--- src/hw/rtl/tot_pkg.sv ---
`timescale 1ns / 1ps
// shared constants, codes and control structs of the 2-opt tour improver
// no dependencies
package tot_pkg;

  localparam int MAX_POINTS = 64;
  localparam int COORD_BITS = 16;
  localparam int MIN_SPAN   = 3;
  localparam int ADDR_W     = $clog2(MAX_POINTS);
  localparam int CNT_W      = $clog2(MAX_POINTS + 1);
  localparam int PT_W       = 2 * COORD_BITS;
  localparam int SQ_W       = 2 * COORD_BITS + 1;
  localparam int ROOT_W     = COORD_BITS + 1;
  localparam int SUM_W      = ROOT_W + 1;
  localparam int LIMIT_W    = 8;
  localparam int SWAP_W     = 16;
  localparam logic [LIMIT_W-1:0] PASS_LIMIT_RESET = 8'd255;
  localparam logic [SWAP_W-1:0]  SWAP_MAX         = {SWAP_W{1'b1}};

  typedef enum logic [4:0] {
    ST_LOAD, ST_TOUR_INIT, ST_PASS_INIT, ST_S_CHECK, ST_J_INIT,
    ST_RD_A, ST_RD_B, ST_RD_C, ST_RD_D, ST_CAP_D,
    ST_DIST_GO, ST_DIST_WAIT, ST_CMP,
    ST_REV_INIT, ST_REV_CHECK, ST_REV_RL, ST_REV_RH, ST_REV_CAP, ST_REV_WL, ST_REV_WH,
    ST_J_NEXT, ST_S_NEXT, ST_PASS_END,
    ST_EMIT_INIT, ST_EM_RD, ST_EM_LOAD, ST_EM_WAIT
  } ctrl_state_t;

  typedef enum logic [3:0] {
    OP_NONE, OP_STORE, OP_TOUR_INIT, OP_PASS_INIT, OP_J_INIT, OP_J_INC, OP_S_INC,
    OP_REV_INIT, OP_REV_STEP, OP_PASS_INC, OP_K_CLEAR, OP_K_INC, OP_TOUR_DONE
  } dp_op_t;

  typedef enum logic [2:0] {
    RD_S, RD_S1, RD_JM1, RD_J, RD_LO, RD_HI, RD_K
  } rd_sel_t;

  typedef enum logic [1:0] {
    CAP_A, CAP_B, CAP_C, CAP_D
  } cap_sel_t;

  typedef enum logic [1:0] {
    WR_IN, WR_LO, WR_HI
  } wr_sel_t;

  typedef struct packed {
    dp_op_t     op;
    logic       rd_en;
    rd_sel_t    rd_sel;
    logic       cap_en;
    cap_sel_t   cap_sel;
    logic       wr_en;
    wr_sel_t    wr_sel;
    logic       dist_start;
    logic [1:0] dist_pair;
    logic       out_load;
  } dp_cmd_t;

  typedef struct packed {
    logic count_last;
    logic s_ok;
    logic j_last;
    logic improve;
    logic lo_lt_hi;
    logic more_passes;
    logic k_last;
    logic dist_done;
  } dp_status_t;

endpackage

--- src/hw/rtl/tot_if.sv ---
`timescale 1ns / 1ps
// valid/ready channel interfaces for points in and tour points out
// depends on tot_pkg
interface tot_in_if;
  import tot_pkg::*;
  logic                  valid;
  logic                  ready;
  logic [COORD_BITS-1:0] coord_x;
  logic [COORD_BITS-1:0] coord_y;
  logic                  last_point;
  modport source (output valid, coord_x, coord_y, last_point, input ready);
  modport sink (input valid, coord_x, coord_y, last_point, output ready);
endinterface

interface tot_out_if;
  import tot_pkg::*;
  logic                  valid;
  logic                  ready;
  logic [COORD_BITS-1:0] out_x;
  logic [COORD_BITS-1:0] out_y;
  logic                  end_of_tour;
  logic [SWAP_W-1:0]     swap_total;
  logic                  converged;
  modport source (output valid, out_x, out_y, end_of_tour, swap_total, converged,
                  input ready);
  modport sink (input valid, out_x, out_y, end_of_tour, swap_total, converged,
                output ready);
endinterface

--- src/hw/rtl/two_opt_tour_improver.sv ---
`timescale 1ns / 1ps
// top level of the 2-opt tour improver: controller plus datapath
// depends on tot_pkg, tot_if, tot_ctrl, tot_dp
//
//   channel    | dir | carries
//   points     | in  | coord_x, coord_y, last_point
//   tour       | out | out_x, out_y, end_of_tour, swap_total, converged
//   pass_limit | in  | pass_limit_we, pass_limit_data (write only)
//
// points load one per cycle; the last point (or the 64th) starts optimization
// each j test does four reads, then four distances through the shared
// bit-serial square root (17 iterations each)
// a reversal reads, captures and writes back each swapped pair; emission reads, loads and offers each point
// synchronous reset returns to loading; tour output stalls hold the result register
module two_opt_tour_improver (
  input  logic                       clk,
  input  logic                       rst,
  tot_in_if.sink                     points,
  tot_out_if.source                  tour,
  input  logic                       pass_limit_we,
  input  logic [tot_pkg::LIMIT_W-1:0] pass_limit_data
);
  import tot_pkg::*;

  dp_cmd_t    cmd;
  dp_status_t status;

  tot_ctrl u_ctrl (
    .clk       (clk),
    .rst       (rst),
    .in_valid  (points.valid),
    .in_last   (points.last_point),
    .out_ready (tour.ready),
    .status    (status),
    .in_ready  (points.ready),
    .out_valid (tour.valid),
    .cmd       (cmd)
  );

  tot_dp u_dp (
    .clk        (clk),
    .rst        (rst),
    .in_x       (points.coord_x),
    .in_y       (points.coord_y),
    .cfg_we     (pass_limit_we),
    .cfg_data   (pass_limit_data),
    .cmd        (cmd),
    .status     (status),
    .out_x      (tour.out_x),
    .out_y      (tour.out_y),
    .out_end    (tour.end_of_tour),
    .swap_total (tour.swap_total),
    .converged  (tour.converged)
  );

endmodule

--- src/hw/rtl/tot_isqrt.sv ---
`timescale 1ns / 1ps
// iterative integer square root, one result bit per cycle
// depends on tot_pkg
module tot_isqrt (
  input  logic                      clk,
  input  logic                      rst,
  input  logic                      start,
  input  logic [tot_pkg::SQ_W-1:0]  value,
  output logic                      done,
  output logic [tot_pkg::ROOT_W-1:0] root
);
  import tot_pkg::*;

  localparam int RW    = SQ_W + 1;
  localparam int ITERS = COORD_BITS + 1;
  localparam int IT_W  = $clog2(ITERS + 1);

  logic [RW-1:0]   v;
  logic [RW-1:0]   r;
  logic [RW-1:0]   bitv;
  logic [IT_W-1:0] iter;
  logic            busy;
  logic [RW-1:0]   trial;

  assign trial = r + bitv;
  assign root  = r[ROOT_W-1:0];

  always_ff @(posedge clk) begin
    if (rst) begin
      busy <= 1'b0;
      done <= 1'b0;
    end else begin
      done <= 1'b0;
      if (start) begin
        busy <= 1'b1;
      end else if (busy && iter == IT_W'(ITERS - 1)) begin
        busy <= 1'b0;
        done <= 1'b1;
      end
    end
  end

  always_ff @(posedge clk) begin
    if (start) begin
      v    <= RW'(value);
      r    <= '0;
      bitv <= RW'(1) << (2 * COORD_BITS);
      iter <= '0;
    end else if (busy) begin
      if (v >= trial) begin
        v <= v - trial;
        r <= (r >> 1) + bitv;
      end else begin
        r <= r >> 1;
      end
      bitv <= bitv >> 2;
      iter <= iter + IT_W'(1);
    end
  end

endmodule

--- src/hw/rtl/tot_dp.sv ---
`timescale 1ns / 1ps
// datapath: point memory, loop indexes, distance pipeline, counters, output register
// depends on tot_pkg and tot_isqrt
module tot_dp (
  input  logic                          clk,
  input  logic                          rst,
  input  logic [tot_pkg::COORD_BITS-1:0] in_x,
  input  logic [tot_pkg::COORD_BITS-1:0] in_y,
  input  logic                          cfg_we,
  input  logic [tot_pkg::LIMIT_W-1:0]   cfg_data,
  input  tot_pkg::dp_cmd_t              cmd,
  output tot_pkg::dp_status_t           status,
  output logic [tot_pkg::COORD_BITS-1:0] out_x,
  output logic [tot_pkg::COORD_BITS-1:0] out_y,
  output logic                          out_end,
  output logic [tot_pkg::SWAP_W-1:0]    swap_total,
  output logic                          converged
);
  import tot_pkg::*;

  logic [PT_W-1:0]    pt_mem [MAX_POINTS];
  logic [PT_W-1:0]    rdata;
  logic [PT_W-1:0]    pa, pb, pc, pd;
  logic [ADDR_W-1:0]  rd_addr, wr_addr;
  logic [PT_W-1:0]    wdata;

  logic [CNT_W-1:0]   count;
  logic [ADDR_W-1:0]  s, j, lo, hi, k;
  logic [SWAP_W-1:0]  swap_cnt;
  logic [LIMIT_W-1:0] pass_cnt;
  logic               pass_swapped;
  logic [LIMIT_W-1:0] pass_limit;
  logic [LIMIT_W-1:0] eff_limit;

  logic [PT_W-1:0]       op1, op2;
  logic [COORD_BITS-1:0] dx, dy;
  logic [PT_W-1:0]       sqx, sqy;
  logic                  v1, v2;
  logic [1:0]            pair_q;
  logic                  sq_done;
  logic [ROOT_W-1:0]     root;
  logic [SUM_W-1:0]      now_len, alt_len;

  always_comb begin
    case (cmd.rd_sel)
      RD_S:    rd_addr = s;
      RD_S1:   rd_addr = s + ADDR_W'(1);
      RD_JM1:  rd_addr = j - ADDR_W'(1);
      RD_J:    rd_addr = j;
      RD_LO:   rd_addr = lo;
      RD_HI:   rd_addr = hi;
      RD_K:    rd_addr = k;
      default: rd_addr = k;
    endcase
  end

  always_comb begin
    case (cmd.wr_sel)
      WR_IN: begin
        wr_addr = count[ADDR_W-1:0];
        wdata   = {in_x, in_y};
      end
      WR_LO: begin
        wr_addr = lo;
        wdata   = pb;
      end
      WR_HI: begin
        wr_addr = hi;
        wdata   = pa;
      end
      default: begin
        wr_addr = hi;
        wdata   = pa;
      end
    endcase
  end

  always_ff @(posedge clk) begin
    if (cmd.wr_en) pt_mem[wr_addr] <= wdata;
    if (cmd.rd_en) rdata <= pt_mem[rd_addr];
  end

  always_ff @(posedge clk) begin
    if (cmd.cap_en) begin
      case (cmd.cap_sel)
        CAP_A:   pa <= rdata;
        CAP_B:   pb <= rdata;
        CAP_C:   pc <= rdata;
        CAP_D:   pd <= rdata;
        default: pd <= rdata;
      endcase
    end
  end

  always_ff @(posedge clk) begin
    if (rst) begin
      count        <= '0;
      swap_cnt     <= '0;
      pass_cnt     <= '0;
      pass_swapped <= 1'b0;
      pass_limit   <= PASS_LIMIT_RESET;
    end else begin
      if (cfg_we) pass_limit <= cfg_data;
      case (cmd.op)
        OP_STORE: count <= count + CNT_W'(1);
        OP_TOUR_INIT: begin
          swap_cnt <= '0;
          pass_cnt <= '0;
        end
        OP_PASS_INIT: pass_swapped <= 1'b0;
        OP_REV_INIT: begin
          pass_swapped <= 1'b1;
          if (swap_cnt != SWAP_MAX) swap_cnt <= swap_cnt + SWAP_W'(1);
        end
        OP_PASS_INC: pass_cnt <= pass_cnt + LIMIT_W'(1);
        OP_TOUR_DONE: begin
          count        <= '0;
          swap_cnt     <= '0;
          pass_cnt     <= '0;
          pass_swapped <= 1'b0;
        end
        default: ;
      endcase
    end
  end

  always_ff @(posedge clk) begin
    case (cmd.op)
      OP_PASS_INIT: s <= '0;
      OP_S_INC:     s <= s + ADDR_W'(1);
      OP_J_INIT:    j <= s + ADDR_W'(MIN_SPAN);
      OP_J_INC:     j <= j + ADDR_W'(1);
      OP_REV_INIT: begin
        lo <= s + ADDR_W'(1);
        hi <= j - ADDR_W'(1);
      end
      OP_REV_STEP: begin
        lo <= lo + ADDR_W'(1);
        hi <= hi - ADDR_W'(1);
      end
      OP_K_CLEAR:   k <= '0;
      OP_K_INC:     k <= k + ADDR_W'(1);
      default: ;
    endcase
  end

  // edge pairs: current (s,s+1) and (j-1,j), then candidates (s,j-1) and (s+1,j)
  always_comb begin
    case (cmd.dist_pair)
      2'd0:    begin op1 = pa; op2 = pb; end
      2'd1:    begin op1 = pc; op2 = pd; end
      2'd2:    begin op1 = pa; op2 = pc; end
      default: begin op1 = pb; op2 = pd; end
    endcase
  end

  always_ff @(posedge clk) begin
    if (rst) begin
      v1 <= 1'b0;
      v2 <= 1'b0;
    end else begin
      v1 <= cmd.dist_start;
      v2 <= v1;
    end
  end

  always_ff @(posedge clk) begin
    if (cmd.dist_start) begin
      pair_q <= cmd.dist_pair;
      dx <= (op1[PT_W-1:COORD_BITS] > op2[PT_W-1:COORD_BITS])
          ? op1[PT_W-1:COORD_BITS] - op2[PT_W-1:COORD_BITS]
          : op2[PT_W-1:COORD_BITS] - op1[PT_W-1:COORD_BITS];
      dy <= (op1[COORD_BITS-1:0] > op2[COORD_BITS-1:0])
          ? op1[COORD_BITS-1:0] - op2[COORD_BITS-1:0]
          : op2[COORD_BITS-1:0] - op1[COORD_BITS-1:0];
    end
    if (v1) begin
      sqx <= PT_W'(dx) * PT_W'(dx);
      sqy <= PT_W'(dy) * PT_W'(dy);
    end
  end

  tot_isqrt u_isqrt (
    .clk   (clk),
    .rst   (rst),
    .start (v2),
    .value (SQ_W'(sqx) + SQ_W'(sqy)),
    .done  (sq_done),
    .root  (root)
  );

  always_ff @(posedge clk) begin
    if (sq_done) begin
      case (pair_q)
        2'd0:    now_len <= SUM_W'(root);
        2'd1:    now_len <= now_len + SUM_W'(root);
        2'd2:    alt_len <= SUM_W'(root);
        default: alt_len <= alt_len + SUM_W'(root);
      endcase
    end
  end

  always_ff @(posedge clk) begin
    if (cmd.out_load) begin
      out_x   <= rdata[PT_W-1:COORD_BITS];
      out_y   <= rdata[COORD_BITS-1:0];
      out_end <= status.k_last;
    end
  end

  assign eff_limit = (pass_limit == '0) ? LIMIT_W'(1) : pass_limit;

  always_comb begin
    status.count_last  = count == CNT_W'(MAX_POINTS - 1);
    status.s_ok        = (CNT_W'(s) + CNT_W'(MIN_SPAN)) < count;
    status.j_last      = (CNT_W'(j) + CNT_W'(1)) == count;
    status.k_last      = (CNT_W'(k) + CNT_W'(1)) == count;
    status.improve     = now_len > alt_len;
    status.lo_lt_hi    = lo < hi;
    status.more_passes = pass_swapped &&
                         (({1'b0, pass_cnt} + (LIMIT_W + 1)'(1)) < {1'b0, eff_limit});
    status.dist_done   = sq_done;
  end

  assign swap_total = swap_cnt;
  assign converged  = !pass_swapped;

endmodule

--- src/hw/rtl/tot_ctrl.sv ---
`timescale 1ns / 1ps
// controller: sequences loading, 2-opt passes, segment reversal and emission
// depends on tot_pkg
module tot_ctrl (
  input  logic                clk,
  input  logic                rst,
  input  logic                in_valid,
  input  logic                in_last,
  input  logic                out_ready,
  input  tot_pkg::dp_status_t status,
  output logic                in_ready,
  output logic                out_valid,
  output tot_pkg::dp_cmd_t    cmd
);
  import tot_pkg::*;

  ctrl_state_t state, state_next;
  logic [1:0]  pair, pair_next;

  always_ff @(posedge clk) begin
    if (rst) begin
      state <= ST_LOAD;
      pair  <= '0;
    end else begin
      state <= state_next;
      pair  <= pair_next;
    end
  end

  always_comb begin
    state_next     = state;
    pair_next      = pair;
    in_ready       = 1'b0;
    out_valid      = 1'b0;
    cmd            = '0;
    cmd.op         = OP_NONE;
    cmd.rd_sel     = RD_K;
    cmd.cap_sel    = CAP_A;
    cmd.wr_sel     = WR_IN;
    cmd.dist_pair  = pair;
    case (state)
      ST_LOAD: begin
        in_ready = 1'b1;
        if (in_valid) begin
          cmd.op     = OP_STORE;
          cmd.wr_en  = 1'b1;
          cmd.wr_sel = WR_IN;
          if (in_last || status.count_last) state_next = ST_TOUR_INIT;
        end
      end
      ST_TOUR_INIT: begin
        cmd.op     = OP_TOUR_INIT;
        state_next = ST_PASS_INIT;
      end
      ST_PASS_INIT: begin
        cmd.op     = OP_PASS_INIT;
        state_next = ST_S_CHECK;
      end
      ST_S_CHECK: state_next = status.s_ok ? ST_J_INIT : ST_PASS_END;
      ST_J_INIT: begin
        cmd.op     = OP_J_INIT;
        state_next = ST_RD_A;
      end
      // memory read data is registered and lands in the cycle after the address
      ST_RD_A: begin
        cmd.rd_en  = 1'b1;
        cmd.rd_sel = RD_S;
        state_next = ST_RD_B;
      end
      ST_RD_B: begin
        cmd.rd_en   = 1'b1;
        cmd.rd_sel  = RD_S1;
        cmd.cap_en  = 1'b1;
        cmd.cap_sel = CAP_A;
        state_next  = ST_RD_C;
      end
      ST_RD_C: begin
        cmd.rd_en   = 1'b1;
        cmd.rd_sel  = RD_JM1;
        cmd.cap_en  = 1'b1;
        cmd.cap_sel = CAP_B;
        state_next  = ST_RD_D;
      end
      ST_RD_D: begin
        cmd.rd_en   = 1'b1;
        cmd.rd_sel  = RD_J;
        cmd.cap_en  = 1'b1;
        cmd.cap_sel = CAP_C;
        state_next  = ST_CAP_D;
      end
      ST_CAP_D: begin
        cmd.cap_en  = 1'b1;
        cmd.cap_sel = CAP_D;
        pair_next   = '0;
        state_next  = ST_DIST_GO;
      end
      ST_DIST_GO: begin
        cmd.dist_start = 1'b1;
        state_next     = ST_DIST_WAIT;
      end
      ST_DIST_WAIT: begin
        if (status.dist_done) begin
          if (pair == 2'd3) begin
            state_next = ST_CMP;
          end else begin
            pair_next  = pair + 2'd1;
            state_next = ST_DIST_GO;
          end
        end
      end
      ST_CMP: state_next = status.improve ? ST_REV_INIT : ST_J_NEXT;
      ST_REV_INIT: begin
        cmd.op     = OP_REV_INIT;
        state_next = ST_REV_CHECK;
      end
      ST_REV_CHECK: state_next = status.lo_lt_hi ? ST_REV_RL : ST_J_NEXT;
      ST_REV_RL: begin
        cmd.rd_en  = 1'b1;
        cmd.rd_sel = RD_LO;
        state_next = ST_REV_RH;
      end
      ST_REV_RH: begin
        cmd.rd_en   = 1'b1;
        cmd.rd_sel  = RD_HI;
        cmd.cap_en  = 1'b1;
        cmd.cap_sel = CAP_A;
        state_next  = ST_REV_CAP;
      end
      ST_REV_CAP: begin
        cmd.cap_en  = 1'b1;
        cmd.cap_sel = CAP_B;
        state_next  = ST_REV_WL;
      end
      ST_REV_WL: begin
        cmd.wr_en  = 1'b1;
        cmd.wr_sel = WR_LO;
        state_next = ST_REV_WH;
      end
      ST_REV_WH: begin
        cmd.wr_en  = 1'b1;
        cmd.wr_sel = WR_HI;
        cmd.op     = OP_REV_STEP;
        state_next = ST_REV_CHECK;
      end
      ST_J_NEXT: begin
        if (status.j_last) begin
          state_next = ST_S_NEXT;
        end else begin
          cmd.op     = OP_J_INC;
          state_next = ST_RD_A;
        end
      end
      ST_S_NEXT: begin
        cmd.op     = OP_S_INC;
        state_next = ST_S_CHECK;
      end
      ST_PASS_END: begin
        cmd.op     = OP_PASS_INC;
        state_next = status.more_passes ? ST_PASS_INIT : ST_EMIT_INIT;
      end
      ST_EMIT_INIT: begin
        cmd.op     = OP_K_CLEAR;
        state_next = ST_EM_RD;
      end
      ST_EM_RD: begin
        cmd.rd_en  = 1'b1;
        cmd.rd_sel = RD_K;
        state_next = ST_EM_LOAD;
      end
      ST_EM_LOAD: begin
        cmd.out_load = 1'b1;
        state_next   = ST_EM_WAIT;
      end
      ST_EM_WAIT: begin
        out_valid = 1'b1;
        if (out_ready) begin
          if (status.k_last) begin
            cmd.op     = OP_TOUR_DONE;
            state_next = ST_LOAD;
          end else begin
            cmd.op     = OP_K_INC;
            state_next = ST_EM_RD;
          end
        end
      end
      default: state_next = ST_LOAD;
    endcase
  end

endmodule

--- src/flat_wrapper.sv ---
// flat-port wrapper written by rule: the top's interface ports become plain ports
module two_opt_tour_improver_flat import tot_pkg::*;
  (clk, rst, pass_limit_we, pass_limit_data, points_valid, points_coord_x, points_coord_y, points_last_point, points_ready, tour_valid, tour_out_x, tour_out_y, tour_end_of_tour, tour_swap_total, tour_converged, tour_ready);
  tot_in_if points_i ();
  tot_out_if tour_i ();
  input  logic clk;
  input  logic rst;
  input  logic pass_limit_we;
  input  logic [tot_pkg::LIMIT_W-1:0] pass_limit_data;
  input wire logic [$bits(points_i.valid)-1:0] points_valid;
  input wire logic [$bits(points_i.coord_x)-1:0] points_coord_x;
  input wire logic [$bits(points_i.coord_y)-1:0] points_coord_y;
  input wire logic [$bits(points_i.last_point)-1:0] points_last_point;
  output wire logic [$bits(points_i.ready)-1:0] points_ready;
  output wire logic [$bits(tour_i.valid)-1:0] tour_valid;
  output wire logic [$bits(tour_i.out_x)-1:0] tour_out_x;
  output wire logic [$bits(tour_i.out_y)-1:0] tour_out_y;
  output wire logic [$bits(tour_i.end_of_tour)-1:0] tour_end_of_tour;
  output wire logic [$bits(tour_i.swap_total)-1:0] tour_swap_total;
  output wire logic [$bits(tour_i.converged)-1:0] tour_converged;
  input wire logic [$bits(tour_i.ready)-1:0] tour_ready;
  assign points_i.valid = points_valid;
  assign points_i.coord_x = points_coord_x;
  assign points_i.coord_y = points_coord_y;
  assign points_i.last_point = points_last_point;
  assign points_ready = points_i.ready;
  assign tour_valid = tour_i.valid;
  assign tour_out_x = tour_i.out_x;
  assign tour_out_y = tour_i.out_y;
  assign tour_end_of_tour = tour_i.end_of_tour;
  assign tour_swap_total = tour_i.swap_total;
  assign tour_converged = tour_i.converged;
  assign tour_i.ready = tour_ready;
  two_opt_tour_improver u_core (.clk(clk), .rst(rst), .points(points_i), .tour(tour_i), .pass_limit_we(pass_limit_we), .pass_limit_data(pass_limit_data));
endmodule
--- config.mk ---
export PLATFORM = sky130hd
export DESIGN_NAME = two_opt_tour_improver_flat
export DESIGN_NICKNAME = d
export VERILOG_FILES = /design/src/hw/rtl/tot_pkg.sv /design/src/hw/rtl/tot_if.sv /design/src/hw/rtl/two_opt_tour_improver.sv /design/src/hw/rtl/tot_isqrt.sv /design/src/hw/rtl/tot_dp.sv /design/src/hw/rtl/tot_ctrl.sv /design/src/flat_wrapper.sv
export SDC_FILE = /design/constraint.sdc
export NUM_CORES = 2
export LEC_CHECK = 0
export ABC_AREA = 1
export BUFFER_PORTS_ARGS = -buffer_cell sky130_fd_sc_hd__buf_4
export CELL_PAD_IN_SITES_DETAIL_PLACEMENT = 1
export CELL_PAD_IN_SITES_GLOBAL_PLACEMENT = 1
export CORE_ASPECT_RATIO = 2
export CORE_MARGIN = 3
export CORE_UTILIZATION = 55
export DETAILED_ROUTE_END_ITERATION = 16
export GPL_ROUTABILITY_DRIVEN = 0
export PLACE_DENSITY = 0.93
export SLEW_MARGIN = 10
export SYNTH_ARGS = -nofsm -noshare
export SYNTH_HDL_FRONTEND = slang
export SYNTH_SLANG_ARGS = --single-unit
export TNS_END_PERCENT = 5
--- constraint.sdc ---
create_clock -name clk -period 18.8 [get_ports clk]
set_clock_uncertainty 0.1 [all_clocks]
set_input_delay 2.82 -clock clk [delete_from_list [all_inputs] [get_ports clk]]
set_output_delay 2.82 -clock clk [all_outputs]
set_load 0.03 [all_outputs]
==> results of run 1 <==
[per-stage QoR]
step           hold slack [ns]  cells
3_5_place_dp             0.321  16600
4_1_cts                  0.329  17000
3_3_place_gp             0.316  16600
2_1_floorplan            0.324  13800
[kinds of logic after synthesis]
group / after synthesis / synth area share (%)
XOR/XNOR: 247 / 1.58
AND/OR/NAND/NOR: 6080 / 21.3
multiplexers: 18 / 0.137
flip-flops: 2544 / 55.1
AO/OA/AOI/OAI: 1017 / 4.23
adder cells (fa/ha/maj): 776 / 8.93
buffers and inverters: 3069 / 8.74
[Yosys cell counts (108+ instances only)]
| cell type | instances | area share [%] |
|---|---|---|
| sky130_fd_sc_hd__nand3b_1 | 741 | 4.1 |
| sky130_fd_sc_hd__inv_1 | 2333 | 6.4 |
| sky130_fd_sc_hd__nand2_1 | 2283 | 6.3 |
| sky130_fd_sc_hd__o21ai_0 | 361 | 1.3 |
| sky130_fd_sc_hd__buf_2 | 291 | 1.1 |
| sky130_fd_sc_hd__nor2_1 | 444 | 1.2 |
| sky130_fd_sc_hd__nand3_1 | 2437 | 8.9 |
| sky130_fd_sc_hd__edfxtp_1 | 2436 | 54 |
| sky130_fd_sc_hd__dfxtp_1 | 108 | 1.6 |
| sky130_fd_sc_hd__xor2_1 | 159 | 1.0 |
| sky130_fd_sc_hd__a21oi_1 | 396 | 1.5 |
| sky130_fd_sc_hd__clkbuf_1 | 365 | 1.0 |
| sky130_fd_sc_hd__ha_1 | 445 | 4.1 |
| sky130_fd_sc_hd__fa_1 | 331 | 4.8 |
[routing by layer]
layer,global-route usage [%],overflow
met5,44.4,0
met4,67.4,27
met3,56.7,13
met2,81.9,12
met1,62.8,3
==> results.md, run 1 <==
Clocking:
- The CTS H-tree depth is 4.
- The post-CTS setup buffer count is 0.
- The cell sitting at the root of the clock tree is a sky130_fd_sc_hd__clkbuf_16.
- Gates resized during post-CTS repair numbered 0.
- The tree built by TritonCTS fans out to between 2000 and 3000 sinks.
- In this run, post-CTS hold repair placed 0 buffers.
- The maximum count of clock buffers along a single path is 4.
- Buffers inserted during clock tree synthesis total 220.

Die:
- For this configuration, the core starts out at a cell density of 55.3%.
- After floorplanning, the core was divided into around 260 placement rows.
- For this design the top-level I/O count stands at slightly below 100.
- In this run the horizontal extent of the chip is 358 µm.
- The die is 711 µm tall.

Synth:
- The area of the mapped netlist is 137000 µm².
- The number of enable flip-flop cells after synthesis is roughly 2400.
- Sequential elements use ~55% of the synthesized area.
- The most used flip-flop cell after synthesis is sky130_fd_sc_hd__edfxtp_1.
- When the netlist entered floorplanning its net count stood at 14600.
- The cell count after synthesis is 13800.
- The average footprint of a synthesized cell is around 9.9 µm².
- The count of unique library cells instantiated by Yosys is 58.
- In this run, synthesis produced a sequential element count of 2544.
- The yosys synthesis warning count is 0.
- The proportion of synthesized flip-flops having asynchronous set or reset is 0%.

GRT:
- The maximum number of pins on one net before global-route repair is 184.
- Global routing used 67.2% of the available tracks across all layers.
- The initial antenna violation count is between 100 and 150.
- The total overflow left after global routing is 55.

Place:
- The pre-CTS setup slack is 11.83 ns.
- Detailed placement ended at an HPWL of 328000 µm.
- The total cell area at the placement stage is 141000 µm².
- The number of port buffers is between 90 and 100.

Outcome:
- The tool reported: "[ERROR GRT-0232] Routing congestion too high. Check the congestion heatmap in the GUI".
- The failing step is global routing.
- The run stopped with a tool error.
==> inputs of run 2 (changes only) <==
CELL_PAD_IN_SITES_DETAIL_PLACEMENT = unset   (was 1)
CELL_PAD_IN_SITES_GLOBAL_PLACEMENT = unset   (was 1)
CORE_ASPECT_RATIO = unset   (was 2)
CORE_UTILIZATION = 40   (was 55)
PLACE_DENSITY = unset   (was 0.93)
PLACE_DENSITY_LB_ADDON = 0.15   (was unset)
==> run 2 against run 1 <==
The run now ends clean. Synthesized cell count stayed put. Synthesized area stayed put.
==> results.md, run 2 <==
Clocking:
- The total clock buffers created by CTS was 293 (was 220).
- The later-pin clock latency in the skew report is 0.92 ns.
- The CTS H-tree depth is 5 (was 4).
- The number of clock sinks seen by CTS is 2544 (unchanged).
- The number of instances resized during post-cts repair is 0 (unchanged).
- The maximum count of clock buffers along a single path is 4 (unchanged).
- The root buffer cell is sky130_fd_sc_hd__clkbuf_16 (unchanged).
- After clock tree synthesis, the clock-pin slew on the worst setup and hold paths is 0.06 ns.
- The clock tree from TritonCTS is built.
- The post-CTS setup buffer count is 0 (unchanged).
- The hold-fix buffer count after cts is 0 (unchanged).

Worst setup path:
- The startpoint identified for the worst register-to-register timing path is u_core.u_ctrl.state[0]$_SDFFE_PP0P_.
- The critical path required time is 19.30 ns.
- The signal on the critical path passes through nand2_1 -> nor2_2 -> nand2_1 -> nand2_1 -> nor2_2 -> nand2_4 -> nand3_4 -> nand2_8 -> buf_4 -> buf_4 -> buf_4 -> buf_4 -> nand2_1 -> nand3_1 -> nand3_1 -> nand3_1 -> nand3_1 -> nand3_1 -> nand2_1.
- The family with the most delay on the worst path is simple AND/OR/NAND/NOR gates.
- In this run the critical register-to-register path is captured at u_core.u_dp.rdata[24]$_DFFE_PP_.
- Counting cells, the worst reg-to-reg path comes to 19.
- The buffering stage count on the worst path with inverters included is 4.
- By startpoint and endpoint, the worst setup path is classified as reg2reg.
- The worst register-to-register path has a setup slack of 11.44 ns.
- The logic depth of the worst path, buffers included is 19.
- The largest individual stage delay along the critical path comes from the cell sky130_fd_sc_hd__nand2_8.
- The critical path launch point type is a flop.
- The delay of the slowest critical-path stage is 0.94 ns.
- The signal arrival time at the worst endpoint is 7.86 ns.
- Following the worst setup path forward leads to its endpoint at u_core.u_dp.rdata[24]$_DFFE_PP_.
- The peak fanout along the critical path is around 140.
- The origin of the worst setup path is u_core.u_ctrl.state[0]$_SDFFE_PP0P_.
- The category of the worst setup path capture point is a flop.

Power and ir drop:
- For this design the static power due to leakage is 61.8 nW.
- The net switching power of the design is 3.22 mW.
- The maximum ir drop on the vdd rail is 0.0676 mV.
- The part of the power in registers is about half.
- Of the total power, the share spent switching nets is 24.9%.
- The share of total power dissipated in the clock network is 42.3%.
- The power density normalized to cell area is 85.6 nW/µm².
- Overall power consumption after layout is estimated at 13.0 mW.
- Combinational cells account for roughly 8.7% of the total power.
- The internal cell power is 9.75 mW.

STA:
- The clock period could shrink to around 7.4 ns.
- Setup repair after global routing left no endpoint under its margin.
- For the final routed database, the setup TNS stands at 0 ns.
- The worst pin sits at a relative slew slack of 20.1%.
- The final cycle utilization of the critical path is 39.2%.
- The final max-slew violation count is 0.
- The smallest hold slack is 0.375 ns.
- The final hold violation count is 0.
- For the pin with the worst max-slew slack, the measured transition is 1.20 ns.
- The final-report setup violation count is 0.
- The worst setup margin is 11.44 ns.
- Derived from the worst setup path, the maximum achievable clock frequency is between 100 and 150 MHz.

Synth:
- The count of unique library cells instantiated by Yosys is 58 (unchanged).
- The area of the mapped netlist is 137000 µm² (unchanged).
- The post-synthesis sequential element count is 2544 (unchanged).
- The yosys synthesis warning count was 0 (unchanged).
- The proportion of synthesized flip-flops having asynchronous set or reset is 0% (unchanged).
- The main flop type after synthesis was sky130_fd_sc_hd__edfxtp_1 (unchanged).
- The number of enable flip-flop cells after synthesis is 2436 (unchanged).
- The library cell with the highest instance count after synthesis is sky130_fd_sc_hd__nand3_1 (unchanged).
- Leading post-synthesis cells by instance count: sky130_fd_sc_hd__nand3_1, sky130_fd_sc_hd__edfxtp_1, sky130_fd_sc_hd__inv_1 (unchanged).
- The total nets after synthesis is 14600 (unchanged).
- The average footprint of a synthesized cell is 9.94 µm² (unchanged).
- The cell count after synthesis is 13800 (unchanged).
- Synth area leaders: sky130_fd_sc_hd__edfxtp_1, sky130_fd_sc_hd__nand3_1, sky130_fd_sc_hd__inv_1 (unchanged).
- The cell type contributing the most total cell area after synthesis is sky130_fd_sc_hd__edfxtp_1 (unchanged).
- The share of the yosys chip area belonging to registers is 55.1% (unchanged).
- The share of the synthesized area in the top cell type came to 53.5% (unchanged).

GRT:
- The number of global-route vias before repair was 93400.
- The total global-route track usage is 24.5%.
- The initial antenna violation count is 35.
- The wire length of the first global-routing pass is 640000 µm.
- Global routing finished with a remaining overflow of 0.
- Entering global routing, the biggest net connects 196 pins.

Die:
- The die width is 590 µm (was 358 µm).
- The placement row count is 213 (was 258).
- The number of placed I/O pins is 98 (unchanged).
- The total die area is 349000 µm².
- The floorplan step defined a core boundary enclosing 338000 µm².
- The starting density of the core is 40.4% (was 55.3%).
- The die extent in y came to 590 µm (was 711 µm).

Routing:
- The detail-routed via count per cell is 5.38.
- The final wirelength is between 400000 and 500000 µm.
- The pre-antenna-repair detailed-routing pass consisted of 7 iterations.
- The number of remaining DRC errors is 0.
- The antenna violation net count after detailed routing is 0.
- The overall via count from detail_route is 98700.
- The routed length per placed instance is 23.8 µm.
- In this run, the number of DRC markers left after iteration 0 of detailed routing was roughly 11000.

Cells and area:
- In the layout the commonest cells are sky130_fd_sc_hd__nand3_1, sky130_fd_sc_hd__edfxtp_1, sky130_fd_sc_hd__inv_1, sky130_fd_sc_hd__nand2_1, sky130_fd_sc_hd__nand3b_1.
- With fillers left out, the area of the finished cells amounts to 152000 µm².
- The library cell used most frequently in the layout, excluding fill and tap cells, is sky130_fd_sc_hd__nand3_1.
- Ranked by flip-flop count, first place goes to u_core.u_dp.pt_mem.
- The number of filler instances in the final layout is 32100.
- The layout net count is 14400.
- Compared with the post-synthesis result, the final layout area differs by 11.0%.
- The post-layout utilization of the core is roughly 45%.
- The finished layout holds 18400 standard cells, fillers aside.
- The largest registers in the layout are u_core.u_dp.pt_mem x2048, u_core.u_dp.u_isqrt.r x34, u_core.u_dp.u_isqrt.v x34.
- The flip-flop count of the largest register, all copies and words added is 2048.
- The share of final-layout standard cells stronger than drive strength 1 is 6.04%.

Worst hold path:
- The startpoint of the worst hold path is u_core.u_dp.pass_limit[0]$_SDFFE_PP1P_.
- The path class of the tightest hold or removal check is reg2reg.

Flow run:
- Max-cap violations in this run came to 0.

Place:
- The total cell area at the placement stage is 143000 µm² (was 141000 µm²).
- The number of port buffers is 97 (unchanged).
- The pre-CTS setup slack was 11.44 ns (was 11.83 ns).
- The HPWL after detailed placement is 261000 µm (was 328000 µm).
- The count of placed standard cells including taps is 17800 (was 16600).

Outcome:
- Run status: finished clean (was did not finish).
## run 2: layout make-up
class                           count  area [µm²]  share of cell area [%]
Timing Repair Buffer              288        2340                    1.54
Clock inverter                    146        1160                   0.767
Antenna cell                       19        47.5                  0.0314
Sequential cell                  2544       75300                    49.7
Tap cell                         4515        5650                    3.73
Clock buffer                      373        7850                    5.18
Multi-Input combinational cell   8138       50400                    33.3
Inverter                         2346        8830                    5.82
## run 2: how the worst min path moves through the flow
stage	depth (start not counted)	end	slack (ns)
2_1_floorplan	0	u_core.u_dp.sqx[0]$_DFFE_PP_	0.32
3_3_place_gp	2	u_core.u_dp.pass_limit[0]$_SDFFE_PP1P_	0.36
3_5_place_dp	2	u_core.u_dp.pass_limit[0]$_SDFFE_PP1P_	0.36
4_1_cts	2	u_core.u_dp.pass_limit[0]$_SDFFE_PP1P_	0.38
5_1_grt	2	u_core.u_dp.pass_limit[0]$_SDFFE_PP1P_	0.40
6_report	2	u_core.u_dp.pass_limit[0]$_SDFFE_PP1P_	0.37
## run 2: worst min-delay path, cell delays in order, from the launching register on
cell and delay [ns]:
sky130_fd_sc_hd__dfxtp_1 0.32, sky130_fd_sc_hd__inv_1 0.05, sky130_fd_sc_hd__o21ai_0 0.06
## run 2: power groups by stage
stage                     clock [mW]  sequential (mW)  combinational (mW)
after global placement             0             6.47                1.11
after floorplan                    0             6.43               0.765
after detailed placement           0             6.47                1.11
after CTS                       5.59             6.35                1.12
final                           5.49             6.35                1.13
after global routing            5.81             6.36                1.27
## run 2: routing by layer
metal | track usage [%] | share of wire [%] | routed length (µm) | vias up
met5 | 0 | 0.019 | 84 | -
met4 | 6.92 | 2.9 | 12700 | 14
met3 | 3.76 | 7.8 | 34300 | 561
met2 | 37.4 | 44 | 193000 | 3578
met1 | 36.0 | 45 | 197000 | 48600
li1 | - | - | - | 46000
## run 2: logic make-up after synthesis
| logic type | after synthesis | share of synthesized area, % |
|---|---|---|
| AOI/OAI and AO/OA | 1017 | 4.23 |
| xor gates and xnor gates | 247 | 1.58 |
| adders and majority gates | 776 | 8.93 |
| buffers and inverters | 3069 | 8.74 |
| DFF | 2544 | 55.1 |
| muxes | 18 | 0.137 |
| and+or+nand+nor | 6080 | 21.3 |
Power figures use the tool's default switching activity.
